File: src/sv/bwt_ram.sv
// Generic single-write, single-read RAM with registered read data.
module bwt_ram #(
  parameter int WIDTH = 28,
  parameter int DEPTH = 16
) (
  input  logic                     clk_i,
  input  logic                     we_i,
  input  logic [$clog2(DEPTH)-1:0] waddr_i,
  input  logic [WIDTH-1:0]         wdata_i,
  input  logic                     re_i,
  input  logic [$clog2(DEPTH)-1:0] raddr_i,
  output logic [WIDTH-1:0]         rdata_o
);

  logic [WIDTH-1:0] mem_q [DEPTH];

  always_ff @(posedge clk_i) begin
    if (we_i) begin
      mem_q[waddr_i] <= wdata_i;
    end
    if (re_i) begin
      rdata_o <= mem_q[raddr_i];
    end
  end

endmodule

File: config.mk
export PLATFORM = sky130hd
export DESIGN_NAME = bwt_ram
export DESIGN_NICKNAME = d
export VERILOG_FILES = /design/src/sv/bwt_ram.sv
export SDC_FILE = /design/constraint.sdc
export NUM_CORES = 1
export LEC_CHECK = 0
export ABC_AREA = 1
export BUFFER_PORTS_ARGS = -buffer_cell sky130_fd_sc_hd__buf_2
export CAP_MARGIN = 5
export CELL_PAD_IN_SITES_DETAIL_PLACEMENT = 0
export CELL_PAD_IN_SITES_GLOBAL_PLACEMENT = 1
export CORE_MARGIN = 4
export CORE_UTILIZATION = 50
export CTS_CLUSTER_SIZE = 12
export DETAILED_ROUTE_END_ITERATION = 10
export PLACE_DENSITY_LB_ADDON = 0.1
export SYNTH_ARGS = -nofsm -noshare
export SYNTH_HDL_FRONTEND = slang
export SYNTH_SLANG_ARGS = --single-unit
File: constraint.sdc
create_clock -name clk_i -period 2.6 [get_ports clk_i]
set_clock_uncertainty 0.05 [all_clocks]
set_input_delay 0.13 -clock clk_i [delete_from_list [all_inputs] [get_ports clk_i]]
set_output_delay 0.13 -clock clk_i [all_outputs]
set_load 0.05 [all_outputs]
==> results.toml <==
[floorplan]
die_area_sq_um = 43400
row_count = 73
die_h_um = 208.3
core_sq_um = 39730
die_x_um = 208.3
initial_core_util_pct = 50.50
io_pins = 67

[timing]
tightest_slew_ns = 1.034
setup_viol = 0
timing.fmax_ghz = 0.6925
fin_crit_sh_pct = 55.54
hold_slack_ns = 0.2087
slew_violations = 0
rsz0062_at_grt = "no"
hold_violations = 0
setup_ws_ns = 1.156
slew-limit-headroom_pct = 31.07
setup_tns_ns = 0
timing.final.crit_period_ns = 1.444

[detailed_routing]
vias = 12750
drt_pass1_iterations = 5
drcViolationCount = 0
ant_nets = 0
vias_per_cell = 5.057
routedWlPerCell_um = 19.31
first_iter_violations = 901
wl_um = 48690

[global_route]
grt_pass1_wl_um = 74790
grt_max_degree = 113
track_usage_pct = 22.43
overflow = 0
first_global_vias = 12600
antenna_found_initial = 0

[power]
leakage_nw = 9.710
peakVddDrop_mv = 0.7595
finalPower_mw = 16.47
power_density_nw_per_um2 = 717.6

[final_layout]
final_common_cell = "nand2_1"
stdcell_area_sq_um = 22950
fill_cells = 3393
num-nets-final = 1997
drive_above_1_share_pct = 9.569
final_cell_mix = "nand2_1, edfxtp_1, inv_1"
n_antenna_cell = 0
syn_to_final_growth_pct = 14.37

[critical_path]
path_class = "register to primary output"
crit_family = "flip-flops"
cp-end-kind = "primary output"
cp.arrival_ns = 1.26
worstPathCellList = "buf_2"
crit_path_start_kind = "register"
required_ns = 2.42
cpPeakStageDelay_ns = 0.40
slowest_stage = "edfxtp_1"
cp_max_fo = 1
path_buf_inv = 1

[logic_synthesis]
netlist_instances = 1858
synth_seq_cells = 476
synth.avg_cell_area_sq_um = 10.80
synthesis.nets = 1897
synth_seq_area_share_pct = 71.24
ys_warn_count = 0
synth_cell_types = 13
syn_area_sq_um = 20060

[clocking]
cts_setup_buffers = 0
htreeDepth = 2
ctsRootBufferMaster = "clkbuf_16"
clock_latency_ns = 0.57
numCtsBuffers = 51
tritoncts = "yes"
clk_pin_slew_ns = 0.06
clkSinkCount = 476
max-clock-path-buffers = 3

[placement]
port_buffers = 66
place_area_sq_um = 21160
dp_hpwl_um = 27340
finalWeightedCongestion = 0.7937
dp_slack_ns = 0.6407

[run_status]
outcome = "finished clean"

[run]
drv_cap = 0

[worst_hold_path]
hold_path_class = "input port to register"
## metal layers
| layer | global-route usage (%) | part of all wire, % |
|---|---|---|
| met1 | 30.63 | 44 |
| met2 | 38.25 | 50 |
| met3 | 2.955 | 4.3 |
| met4 | 6.161 | 2.1 |
| met5 | 0 | 0 |
## Yosys cell counts
cell type  instances  area share (%)
inv_1            339             6.3
nand3b_1           2           0.075
buf_2             45             1.1
buf_6              2            0.11
nand3_1          337             8.4
nand2_1          593              11
edfxtp_1         476              71
inv_2              2           0.037
buf_4             21            0.79
nor2_1            17            0.32
buf_1             12            0.22
clkbuf_1          11            0.21
inv_4              1           0.031
## logic make-up after synthesis
kind of cell | synth area share, %
DFF | 71.24
buffers and inverters | 8.862
and+or+nand+nor | 19.89
## area by class of cell
type	count	area [sq um]	area share (%)
Sequential cell	476	14290	62.29
Multi-Input combinational cell	949	4111	17.92
Clock buffer	64	1368	5.960
Inverter	342	1291	5.627
Timing Repair Buffer	138	1087	4.738
Tap cell	525	656.9	2.863
Clock inverter	27	138.9	0.6052
## final timing paths
kind	depth (start not counted)	endpoint	slack, ns	startpoint
hold / removal	6	rdata_o[14]	0.21	raddr_i[1]
hold reg to reg	6	rdata_o[25]	0.68	mem_q[10][25]
setup reg to reg	6	rdata_o[10]	1.40	mem_q[15][10]
setup / recovery	1	rdata_o[2]	1.16	rdata_o[2]
## sequential cells by signal, indices dropped and copies added (netlist names)
register  count
mem_q       448
rdata_o      28
## per-stage QoR
step | utilization [%] | cells
2_1_floorplan | - | 1858
3_3_place_gp | 53.26 | 2402
3_5_place_dp | 53.26 | 2402
4_1_cts | 57.75 | 2521
5_1_grt | 57.75 | 2521
6_report | 57.75 | 2521
## worst reg2reg max path, cell delays in order, from the launching register on
cell and delay, ns:
edfxtp_1 0.37, inv_1 0.06, nand2_1 0.04, nand3_1 0.08
nand3_1 0.10, nand3_1 0.17, nand2_1 0.07
## power by group
group	switching, mW	internal, mW	leakage [nW]
clock	2.84	3.78	0.734
combinational	0.845	0.308	4.65
sequential	0.0448	8.65	4.32
total	3.73	12.7	9.71
## repair_timing
item,CTS,global route
setup endpoints to repair,0,0
endpoints found under the hold margin,448,0
resized for setup,0,0
hold buffers,28,0
No activity file was read; power rests on OpenSTA's default activity.
