`src/sv/bwt_pkg.sv`:
```
// Shared types and constants for the box wireframe transform.
package bwt_pkg;

  localparam int CORNERS  = 8;
  localparam int EDGES    = 12;
  localparam int COORD_W  = 20;
  localparam int PROD_W   = 36;
  localparam int PIX_W    = 14;
  localparam int CORNER_W = 2 * PIX_W;
  localparam int SIN_ONE  = 16384;
  localparam int SIN_A    = 25736;
  localparam int SIN_B    = 10512;
  localparam int SIN_C    = 1160;
  localparam int PIX_MAX  = 8191;
  localparam int PIX_MIN  = -8192;

  typedef enum logic [1:0] {
    ANCHOR_CENTER = 2'd0,
    ANCHOR_TLF    = 2'd1,
    ANCHOR_BLF    = 2'd2,
    ANCHOR_ALT    = 2'd3
  } bwt_anchor_e;

  // Front to corner queue: one corner write per transfer, done on the last corner.
  typedef struct packed {
    logic                wr_en;
    logic [2:0]          wr_corner;
    logic [CORNER_W-1:0] wr_data;
    logic                done;
    logic [31:0]         color;
  } bwt_front_st_t;

endpackage

```
`src/sv/bwt_back.sv`:
```
// Back end: walks every edge of a queued box and presents them as results.
module bwt_back (
  input  logic                          clk_i,
  input  logic                          rst_ni,
  input  logic                          avail_i,
  input  logic [31:0]                   color_i,
  output logic                          rd_en_o,
  output logic [2:0]                    rd_a_o,
  output logic [2:0]                    rd_b_o,
  input  logic [bwt_pkg::CORNER_W-1:0]  rdata_a_i,
  input  logic [bwt_pkg::CORNER_W-1:0]  rdata_b_i,
  output logic                          free_o,
  input  logic                          pop_i,
  output logic                          empty_o,
  output logic signed [13:0]            x_start_o,
  output logic signed [13:0]            y_start_o,
  output logic signed [13:0]            x_end_o,
  output logic signed [13:0]            y_end_o,
  output logic [31:0]                   line_color_o,
  output logic                          last_edge_o
);
  import bwt_pkg::*;

  function automatic logic [5:0] edge_pair(input logic [3:0] e);
    logic [5:0] p;
    case (e)
      4'd0:    p = {3'd0, 3'd1};
      4'd1:    p = {3'd1, 3'd2};
      4'd2:    p = {3'd2, 3'd3};
      4'd3:    p = {3'd3, 3'd0};
      4'd4:    p = {3'd4, 3'd5};
      4'd5:    p = {3'd5, 3'd6};
      4'd6:    p = {3'd6, 3'd7};
      4'd7:    p = {3'd7, 3'd4};
      4'd8:    p = {3'd0, 3'd4};
      4'd9:    p = {3'd1, 3'd5};
      4'd10:   p = {3'd2, 3'd6};
      default: p = {3'd3, 3'd7};
    endcase
    return p;
  endfunction

  logic [3:0] edge_q;
  logic       infl_q, last_rd_q, ov_q;
  logic       issue;

  assign issue   = avail_i && !infl_q && (!ov_q || pop_i);
  assign rd_en_o = issue;
  assign {rd_a_o, rd_b_o} = edge_pair(edge_q);
  assign free_o  = infl_q && last_rd_q;
  assign empty_o = !ov_q;

  always_ff @(posedge clk_i or negedge rst_ni) begin
    if (!rst_ni) begin
      edge_q    <= '0;
      infl_q    <= 1'b0;
      last_rd_q <= 1'b0;
      ov_q      <= 1'b0;
    end else begin
      infl_q <= issue;
      if (issue) begin
        last_rd_q <= (edge_q == 4'(EDGES - 1));
        edge_q    <= (edge_q == 4'(EDGES - 1)) ? 4'd0 : edge_q + 4'd1;
      end
      if (infl_q) begin
        ov_q <= 1'b1;
      end else if (pop_i) begin
        ov_q <= 1'b0;
      end
    end
  end

  always_ff @(posedge clk_i) begin
    if (infl_q) begin
      x_start_o    <= rdata_a_i[CORNER_W-1:PIX_W];
      y_start_o    <= rdata_a_i[PIX_W-1:0];
      x_end_o      <= rdata_b_i[CORNER_W-1:PIX_W];
      y_end_o      <= rdata_b_i[PIX_W-1:0];
      line_color_o <= color_i;
      last_edge_o  <= last_rd_q;
    end
  end

endmodule

```
`config.mk`:
```
export PLATFORM = sky130hd
export DESIGN_NAME = bwt_back
export DESIGN_NICKNAME = d
export VERILOG_FILES = /design/src/sv/bwt_pkg.sv /design/src/sv/bwt_back.sv
export SDC_FILE = /design/constraint.sdc
export NUM_CORES = 1
export LEC_CHECK = 0
export BUFFER_PORTS_ARGS = -buffer_cell sky130_fd_sc_hd__buf_2
export CORE_MARGIN = 3
export CORE_UTILIZATION = 23
export DETAILED_ROUTE_END_ITERATION = 6
export SLEW_MARGIN = 20
export SYNTH_ARGS = -nofsm -noshare
export SYNTH_HDL_FRONTEND = slang
export SYNTH_SLANG_ARGS = --single-unit
```
`constraint.sdc`:
```
create_clock -name clk_i -period 6.5 [get_ports clk_i]
set_input_delay 0.325 -clock clk_i [delete_from_list [all_inputs] [get_ports clk_i]]
set_output_delay 0.325 -clock clk_i [all_outputs]
set_load 0.02 [all_outputs]
```
==> run_results.csv, run 1 <==
group,metric,value,unit
outcome,run_status,"completed",
timing,setup_slack,3942,ps
clock_tree,tritoncts,"yes",
clock_tree,postCtsSetupBuffers,0,
pwr,pint,1.130,mW
worst_setup_path,crit_path_start_kind,"flip-flop",
yosys,postSynthAreaPerCell,23.50,µm²
worst_setup_path,setup.worst_path.end_class,"output pin",
routing,post_drt_via_cell_ratio,3.809,
die,die-area,14700,µm²
timing,final.setup_skew,6.113,ps
timing,timing_hold_violations_final,0,
finish,antennaDiodeCount,0,
finish,nets,425,
yosys,sequential_cell_area_fraction_in_the_yosys_report,93.20,%
worst_setup_path,critical_path.cell_chain,"buf_4, nor2b_1, nand2_1, inv_2, buf_2",
routing,routed_wirelength,7089,µm
routing,drcViolationCount,0,
grt,initial_antenna_violation_count,0,
timing,final_period_utilization,39.35,%
grt,grt_first_pass_wirelength,10200,µm
clock_tree,cts.clk_slew.worst_paths,60,ps
timing,setup-tns-final,0,ps
worst_setup_path,critical_path_peak_fanout,50,
grt,grt_usage,9.552,%
timing,final-setup-viol-count,0,
placement,post-dp-hpwl,5433,µm
pwr,power.static_leakage,1.933,nW
timing,layout_min_cycle_time,2558,ps
yosys,synthesis.yosys.warnings,0,
placement,port_buffers,189,
die,die_width,121.3,µm
grt,gr-total-overflow,0,
pwr,power.share.combinational,16.3,%
worst_setup_path,worst_path_largest_cell_delay,770,ps
min_path,min_delay_path_depth,1,
routing,via_count,1935,
timing,worst_slew_margin_rel,58.06,%
die,start_util,23.82,%
placement,gp_routability_congestion,0.7807,
grt,grt_start_max_net_pins,51,
clock_tree,h-tree-depth,3,
placement,placement.cell_area,4228,µm²
timing,grt_setup_unrepaired,"false",
worst_setup_path,cp_data_arrival_time,2230,ps
worst_setup_path,path_class,"reg2out",
die,row_count,41,
finish,finish.instance_area,4524,µm²
finish,final_layout_size_suffix_gt1_share,61.61,%
worst_setup_path,worstRegToRegCells,5,
clock_tree,cts_buffer_depth,2,
die,area_of_the_core,12820,µm²
pwr,switching_share,26.09,%
die,floorplan.io_pins,190,
yosys,yosysUniqueCellTypes,20,
finish,area.growth.synth_to_final,48.08,%
finish,layout.filler_cells,1271,
yosys,ys_seq_elements,96,
worst_setup_path,timing.critical_path.slowest_stage_cell,"dfrtp_4",
timing,worst_hold_slack,163.4,ps
timing,tightestPinTransition,629.1,ps
die,die_y,121.3,µm
placement,placement.setup.worst_slack,4234,ps
timing,max_freq,391.0,MHz
routing,first_iter_violations,115,
pwr,vdd_ir_drop_max,0.0002037,V
worst_setup_path,worst_ep_required_time,6170,ps
clock_tree,cts_made_buffers,9,
clock_tree,cts_sinks,96,
yosys,synth_fp_nets,223,
clock_tree,worst_skew_pair.late_latency,330,ps
timing,final-max-slew-violation-count,0,
routing,per_cell_routed_wire_length,13.95,µm
clock_tree,clockRootBuffer,"clkbuf_16",
routing,postRouteAntennaNets,0,
flow_run,max_cap_violations,0,
yosys,synthesis.instances,130,
routing,first_pass_iters,3,
min_path,worst_hold_path_type,"in2reg",
grt,grt_pass1_vias,1960,
pwr,pwr-share-clk,32.7,%
pwr,power_switching,398.9,µW
pwr,p_per_area,337.9,nW/µm²
pwr,power_frac_seq,51.0,%
yosys,syn-cell-area,3055,µm²
[registers in the layout, summed over array words and instances (netlist names)]
name / flops
line_color_o: 32
edge_q: 4
y_start_o: 14
last_edge_o: 1
last_rd_q: 1
x_start_o: 14
infl_q: 1
ov_q: 1
y_end_o: 14
x_end_o: 14
[what timing repair did]
item                      CTS  global route
hold buffers                1             0
gates resized for setup     0             0
hold endpoints to repair    7             0
[cells in the final DEF, fill, tap and decap left out, types with 2 or more instances in the layout]
master,Yosys,layout
a21oi_1,2,2
and2_1,2,2
buf_2,0,189
clkbuf_16,0,9
clkinv_2,0,2
clkinv_4,0,2
dfrtp_1,7,6
edfxtp_1,89,89
inv_1,3,3
nand2_1,3,3
nand2b_1,5,5
nor2_1,5,5
nor2b_1,2,2
nor3_1,2,2
[worst paths after layout]
path | start | endpoint | slack (ps)
setup / recovery | infl_q | rd_en_o | 3940
hold / removal | color_i[9] | line_color_o[9] | 160
setup reg to reg | infl_q | last_rd_q | 4340
hold reg to reg | last_rd_q | last_edge_o | 470
max in group asynchronous | rst_ni | infl_q | 5980
min in group asynchronous | rst_ni | edge_q[3] | 350
[synthesized netlist by cell type]
| cell type | number | area share, % |
|---|---|---|
| nand2_1 | 3 | 0.37 |
| a21oi_1 | 2 | 0.33 |
| and3b_1 | 1 | 0.29 |
| inv_2 | 1 | 0.12 |
| mux2_1 | 1 | 0.37 |
| edfxtp_1 | 89 | 87 |
| dfrtp_1 | 7 | 5.7 |
| a22o_1 | 1 | 0.29 |
| and2_1 | 2 | 0.41 |
| nand2b_1 | 5 | 1.0 |
| inv_1 | 3 | 0.37 |
| a311o_1 | 1 | 0.33 |
| mux2_2 | 1 | 0.37 |
| nor3_1 | 2 | 0.33 |
| nor2b_1 | 2 | 0.41 |
| nor2_1 | 5 | 0.61 |
| o31a_1 | 1 | 0.29 |
| nand3_1 | 1 | 0.16 |
| mux2i_1 | 1 | 0.33 |
| ha_1 | 1 | 0.41 |
[cells by family after synthesis]
family	count (synthesis)	share of synthesized area (%)
flip-flops	96	93.20
AND/OR/NAND/NOR	21	3.603
AO/OA/AOI/OAI	5	1.229
buffers and inverters	4	0.4913
multiplexers	3	1.065
adder cells (fa/ha/maj)	1	0.4094
[cell type report]
cell class	count	area [µm²]	area share [%]
sequential	96	2851	63.03
clock inverter	6	61.31	1.355
multi-input combinational	30	192.7	4.259
inverter	4	15.01	0.3319
tap	172	215.2	4.757
timing repair buffer	191	963.4	21.29
clock buffer	9	225.2	4.978
[power groups by stage]
stage               combinational [mW]  sequential (mW)  clock, mW
finish                           0.249            0.780      0.499
global placement                 0.249            0.792          0
detailed placement               0.252            0.794          0
CTS                              0.253            0.781      0.522
floorplan                       0.0901            0.848          0
global route                     0.273            0.789      0.555
[worst max-delay path, delay by kind of cell, from the launching register on]
kind	cells	cell delay, ps
buf+inv	3	830
flops	1	770
simple gates	2	300
[metrics by stage]
| step | power (mW) | util (%) | std cells |
|---|---|---|---|
| floorplan | 0.9379 | - | 130 |
| global placement | 1.041 | 32.97 | 492 |
| detailed placement | 1.045 | 32.97 | 492 |
| CTS | 1.556 | 35.28 | 508 |
| global route | 1.616 | 35.28 | 508 |
| finish | 1.529 | 35.28 | 508 |
[layer usage]
metal  up-vias  wire length, µm  global-route usage (%)
li1        905                -                       -
met1       908             2804                   11.01
met2       112             3414                   15.21
met3        10              715                   3.776
met4         0              155                   5.252
met5         -                0                       0
Note: power is estimated with default switching activity, not from simulation.
==> inputs of run 2 (changes only) <==
clock period = 2.39 ns   (was 6.5 ns; I/O delays follow)
==> run 2 against run 1 <==
  * Sequential share of layout area decreased by 10 points
  * Power increased to 2.8 times the previous value
  * Count of clock-buffer cells in the layout increased by 2
  * Non-clock buffer count increased by 88
  * Wire length increased by 22%
  * Clock power increased to 2.8 times the previous value
  * Cell count increased by 17%
  * First-iteration DRC count decreased by 41%
  * Clock skew about the same
  * Combinational power increased to 3.3 times the previous value
  * Critical endpoint is now rd_b_o[1]
==> run_results.csv, run 2 (synthesis results as in run 1) <==
group,metric,value,unit
outcome,run_status,"completed",
worst_setup_path,path_class,"reg2out",
timing,grt_setup_unrepaired,"false",
finish,most_frequent_cells_in_the_layout,"buf_2, dlygate4sd3_1, edfxtp_1, clkbuf_16, dfrtp_1",
die,row_count,41,
worst_setup_path,timing.critical_path.slowest_stage_cell,"dfrtp_1",
clock_tree,clockRootBuffer,"clkbuf_16",
pwr,p_per_area,795.7,nW/µm²
clock_tree,tritoncts,"yes",
pwr,power.static_leakage,2.298,nW
routing,first_iter_violations,68,
grt,grt_pass1_vias,2419,
finish,antennaDiodeCount,0,
grt,grt_first_pass_wirelength,12690,µm
pwr,pwr-share-clk,32.0,%
clock_tree,cts.clk_slew.worst_paths,60,ps
clock_tree,cts_resized,0,
clock_tree,cts-hold-fix-buffers,89,
placement,post-dp-hpwl,5776,µm
grt,grt_start_max_net_pins,90,
routing,postRouteAntennaNets,0,
placement,placement.cell_area,4240,µm²
timing,setup-tns-final,0,ps
placement,gp_routability_congestion,0.8017,
clock_tree,worst_skew_pair.late_latency,330,ps
flow_run,max_cap_violations,0,
timing,layout_min_cycle_time,1536,ps
pwr,power_switching,1.128,mW
timing,worst_slew_margin_rel,67.19,%
pwr,vdd_ir_drop_max,0.0005111,V
finish,area.sequential,2851,µm²
timing,timing_hold_violations_final,0,
timing,final.setup_skew,6.179,ps
worst_setup_path,critical_path.cell_chain,"ha_1, nor2_1, a21oi_1, buf_2",
clock_tree,cts_made_buffers,9,
worst_setup_path,critical_path.reg2reg.startpoint,"edge_q[0]",
worst_setup_path,worstRegToRegCells,4,
pwr,pint,3.184,mW
worst_setup_path,crit_path_start_kind,"flip-flop",
finish,final_layout_size_suffix_gt1_share,48.58,%
pwr,power.share.combinational,19.3,%
clock_tree,postCtsSetupBuffers,0,
worst_setup_path,critical_path.reg2reg.endpoint,"edge_q[0]",
routing,routed_wirelength,8633,µm
finish,multiInputGateArea,192.7,µm²
finish,nets,513,
worst_setup_path,critical_path_buf_inv_count,1,
grt,initial_antenna_violation_count,0,
worst_setup_path,worst_ep_required_time,2270,ps
timing,final_period_utilization,64.29,%
die,start_util,23.82,%
finish,largest_reg_flops,32,
die,die_width,121.3,µm
finish,layout.filler_cells,1171,
timing,final-setup-viol-count,0,
die,die-area,14700,µm²
routing,first_pass_iters,4,
placement,placement.setup.worst_slack,1020,ps
finish,finish.utilization,42.25,%
clock_tree,h-tree-depth,3,
min_path,worst_hold_path_type,"in2reg",
grt,grt_usage,11.66,%
worst_setup_path,worst_path_largest_cell_delay,430,ps
die,die_y,121.3,µm
pwr,switching_share,26.16,%
worst_setup_path,reg2reg_setup_slack,990,ps
die,floorplan.io_pins,190,
worst_setup_path,cp_top_delay_family,"flip-flops",
finish,area.growth.synth_to_final,77.35,%
pwr,post-layout-total-power,4.312,mW
grt,gr-total-overflow,0,
min_path,worstHoldStart,"pop_i",
min_path,worst_hold_path.endpoint,"ov_q",
min_path,min_delay_path_depth,3,
timing,max_freq,650.8,MHz
placement,port_buffers,189,
worst_setup_path,cp_data_arrival_time,1420,ps
timing,final-max-slew-violation-count,0,
clock_tree,cts_sinks,96,
finish,finish.instance_area,5419,µm²
worst_setup_path,setup.worst_path.end_class,"output pin",
clock_tree,cts_buffer_depth,2,
finish,regMostFlops,"line_color_o",
routing,via_count,2294,
routing,post_drt_via_cell_ratio,3.849,
die,area_of_the_core,12820,µm²
timing,setup_slack,853.5,ps
timing,tightestPinTransition,492.1,ps
finish,most_common_cell_after_layout_fill_and_taps_aside,"buf_2",
routing,drcViolationCount,0,
routing,per_cell_routed_wire_length,14.48,µm
worst_setup_path,critical_path_peak_fanout,6,
pwr,power_frac_seq,48.7,%
run 2: cell types whose count changed in the layout (fill, tap and decap cells not counted), sizes merged:
cell         delta
clkbuf          +2
inv             +1
clkinv          -4
dlygate4sd3    +88
clkinvlp        +1
run 2: worst min-delay path: stages:
cell	delay (ps)
buf_2	90
nand2b_1	140
nand2b_1	60
run 2: power groups by stage:
stage | sequential, mW | clock (mW) | combinational (mW)
5_1_grt | 2.12 | 1.51 | 0.903
3_5_place_dp | 2.13 | 0 | 0.724
2_1_floorplan | 2.30 | 0 | 0.245
4_1_cts | 2.10 | 1.44 | 0.839
6_report | 2.10 | 1.38 | 0.833
3_3_place_gp | 2.13 | 0 | 0.716
run 2: layout make-up:
class	count	area share, %
flip-flops and latches	96	52.62
repair buffers	279	34.26
clock buffers	11	4.295
well taps	172	3.971
multi-input cells	30	3.556
clock inverters	4	1.016
inverters	4	0.2771
run 2: how the worst max path moves through the flow:
stage,from,endpoint,slack [ps],depth (start not counted)
finish,edge_q[0],rd_b_o[1],850,4
global route,edge_q[0],rd_b_o[1],780,4
CTS,edge_q[0],rd_b_o[1],830,4
detailed placement,edge_q[0],edge_q[0],1020,4
global placement,edge_q[0],edge_q[0],1080,4
floorplan,infl_q,last_rd_q,250,4
run 2: metal layers:
layer  up-vias  share of wire, %  track usage [%]
met3        19               9.0            4.289
met5         -                 0                0
met2       121                51            20.77
met4         0               3.4            7.143
met1      1074                36            11.42
li1       1080                 -                -
run 2: through the flow:
step	hold slack (ps)	cells
finish	122.6	596
global route	132.9	596
CTS	102.7	596
detailed placement	-34.12	492
global placement	-38.25	492
floorplan	-176.1	130
==> inputs of run 3 (changes only) <==
clock period = 1.3 ns   (was 2.39 ns; I/O delays follow)
==> run 3 against run 2 <==
  * The run now ends with negative setup slack left
  * Cell count rose by 1.5%
  * Utilization up 1.1 points
  * Worst hold slack got worse by 48 ps
  * Setup slack lost 970 ps
  * Critical path type unchanged
  * Critical endpoint unchanged
  * Largest cell class unchanged
  * Highest routed layer unchanged
==> run_results.csv, run 3 (synthesis results as in run 1) <==
group,metric,value,unit
routing,detail_route.wirelength.met1,3037,µm
clock_tree,tritoncts,"yes",
finish,regMostFlops,"line_color_o",
clock_tree,h-tree-depth,3,
timing,worst_slew_margin_rel,77.47,%
routing,via_count,2298,
timing,layout_min_cycle_time,1416,ps
timing,setup-tns-final,-226.8,ps
grt,grt_first_pass_wirelength,12470,µm
finish,most_common_cell_after_layout_fill_and_taps_aside,"buf_2",
placement,placement.cell_area,4279,µm²
routing,top_layer,"met4",
routing,post_drt_via_cell_ratio,3.798,
routing,first_iter_violations,133,
clock_tree,cts_made_buffers,9,
grt,gr-total-overflow,0,
routing,per_cell_routed_wire_length,14.25,µm
clock_tree,cts_sinks,96,
placement,gp_routability_congestion,0.7709,
routing,postRouteAntennaNets,0,
min_path,worst_hold_path_type,"in2async",
finish,final_cell_count_no_fill,605,
timing,max_freq,706.4,MHz
timing,timing_hold_violations_final,0,
placement,port_buffers,189,
pwr,power.static_leakage,2.360,nW
die,die-area,14700,µm²
pwr,power_frac_seq,48.5,%
finish,antennaDiodeCount,0,
worst_setup_path,cp_data_arrival_time,1350,ps
worst_setup_path,crit_path_start_kind,"flip-flop",
timing,tightestPinTransition,338.0,ps
outcome,failed_checks,"negative setup slack",
clock_tree,worst_skew_pair.late_latency,340,ps
finish,nets,522,
worst_setup_path,worst_ep_required_time,1240,ps
routing,drcViolationCount,0,
finish,layout.filler_cells,1160,
pwr,vdd_ir_drop_max,0.001123,V
clock_tree,clockRootBuffer,"clkbuf_16",
routing,first_pass_iters,4,
timing,setup_slack,-115.6,ps
finish,largest_reg_flops,32,
clock_tree,cts_buffer_depth,2,
worst_setup_path,setup.worst_path.end_class,"output pin",
routing,met2_wirelength,4696,µm
grt,grt_start_max_net_pins,52,
die,floorplan.io_pins,190,
timing,final.setup_skew,6.581,ps
die,area_of_the_core,12820,µm²
placement,dp.cells,497,
finish,finish.utilization,43.32,%
outcome,run_status,"finished with violations",
die,row_count,41,
routing,met3_wirelength,687,µm
die,die_width,121.3,µm
pwr,pint,5.855,mW
grt,grt_usage,11.61,%
timing,final-max-slew-violation-count,0,
pwr,power_switching,2.130,mW
clock_tree,cts.clk_slew.worst_paths,60,ps
finish,most_frequent_cells_in_the_layout,"buf_2, dlygate4sd3_1, edfxtp_1, clkbuf_16, buf_4",
pwr,power.share.combinational,22.7,%
grt,grt_pass1_vias,2424,
timing,final-setup-viol-count,5,
finish,area.growth.synth_to_final,81.82,%
grt,initial_antenna_violation_count,0,
pwr,switching_share,26.68,%
finish,final_layout_size_suffix_gt1_share,52.42,%
finish,finish.instance_area,5555,µm²
worst_setup_path,critical_path_peak_fanout,2,
pwr,pwr-share-clk,28.8,%
timing,final_period_utilization,108.9,%
routing,routed_wirelength,8619,µm
pwr,p_per_area,1437,nW/µm²
flow_run,max_cap_violations,0,
placement,post-dp-hpwl,5647,µm
die,die_y,121.3,µm
timing,grt_setup_unrepaired,"true",
die,start_util,23.82,%
pwr,post-layout-total-power,7.985,mW
worst_setup_path,path_class,"reg2out",
run 3: critical path, stage by stage (launching register included):
cell     delay, ps
dfrtp_1        410
ha_4           280
nor2_1          40
a21oi_1        130
buf_4          160
run 3: metrics by stage:
stage / hold slack, ps / setup WS (ps)
2_1_floorplan: -230.6 / -461.0
3_3_place_gp: -91.04 / -0.02076
3_5_place_dp: -90.11 / -20.96
4_1_cts: 44.39 / -160.0
5_1_grt: 78.59 / -181.7
6_report: 74.95 / -115.6
run 3: routing by layer:
| layer | vias up | track usage (%) |
|---|---|---|
| li1 | 1102 | - |
| met1 | 1065 | 11.68 |
| met2 | 116 | 20.81 |
| met3 | 15 | 4.242 |
| met4 | 0 | 6.162 |
| met5 | - | 0 |
run 3: final timing paths:
path / cells past startpoint / end / startpoint / slack [ps]
max in group asynchronous: 2 / edge_q[2] / rst_ni / 1050
min in group clk_i: 3 / ov_q / pop_i / 90
hold / removal: 2 / infl_q / rst_ni / 70
setup / recovery: 4 / rd_b_o[1] / edge_q[0] / -120
hold reg to reg: 0 / last_edge_o / last_rd_q / 510
setup reg to reg: 3 / edge_q[3] / infl_q / -20
run 3: cell type report:
class / count / area (µm²) / area share [%]
clock buffers: 11 / 232.7 / 4.189
well taps: 172 / 215.2 / 3.874
flip-flops and latches: 96 / 2854 / 51.37
repair buffers: 288 / 1962 / 35.32
inverters: 4 / 17.52 / 0.3153
multi-input cells: 30 / 251.5 / 4.527
clock inverters: 4 / 22.52 / 0.4054
run 3: power groups by stage:
| stage | Combinational, mW | Sequential (mW) | Clock (mW) |
|---|---|---|---|
| 2_1_floorplan | 0.451 | 4.23 | 0 |
| 3_3_place_gp | 1.38 | 3.89 | 0 |
| 3_5_place_dp | 1.39 | 3.91 | 0 |
| 4_1_cts | 1.66 | 3.85 | 2.40 |
| 5_1_grt | 1.94 | 3.90 | 2.53 |
| 6_report | 1.82 | 3.87 | 2.30 |
run 3: repair_timing:
action,CTS,global route
cloned,0,0
pin swaps,0,4
endpoints found under the hold margin,95,0
setup endpoints to repair,42,11
gates resized for setup,12,16
hold buffers,89,0
buffers inserted,3,2
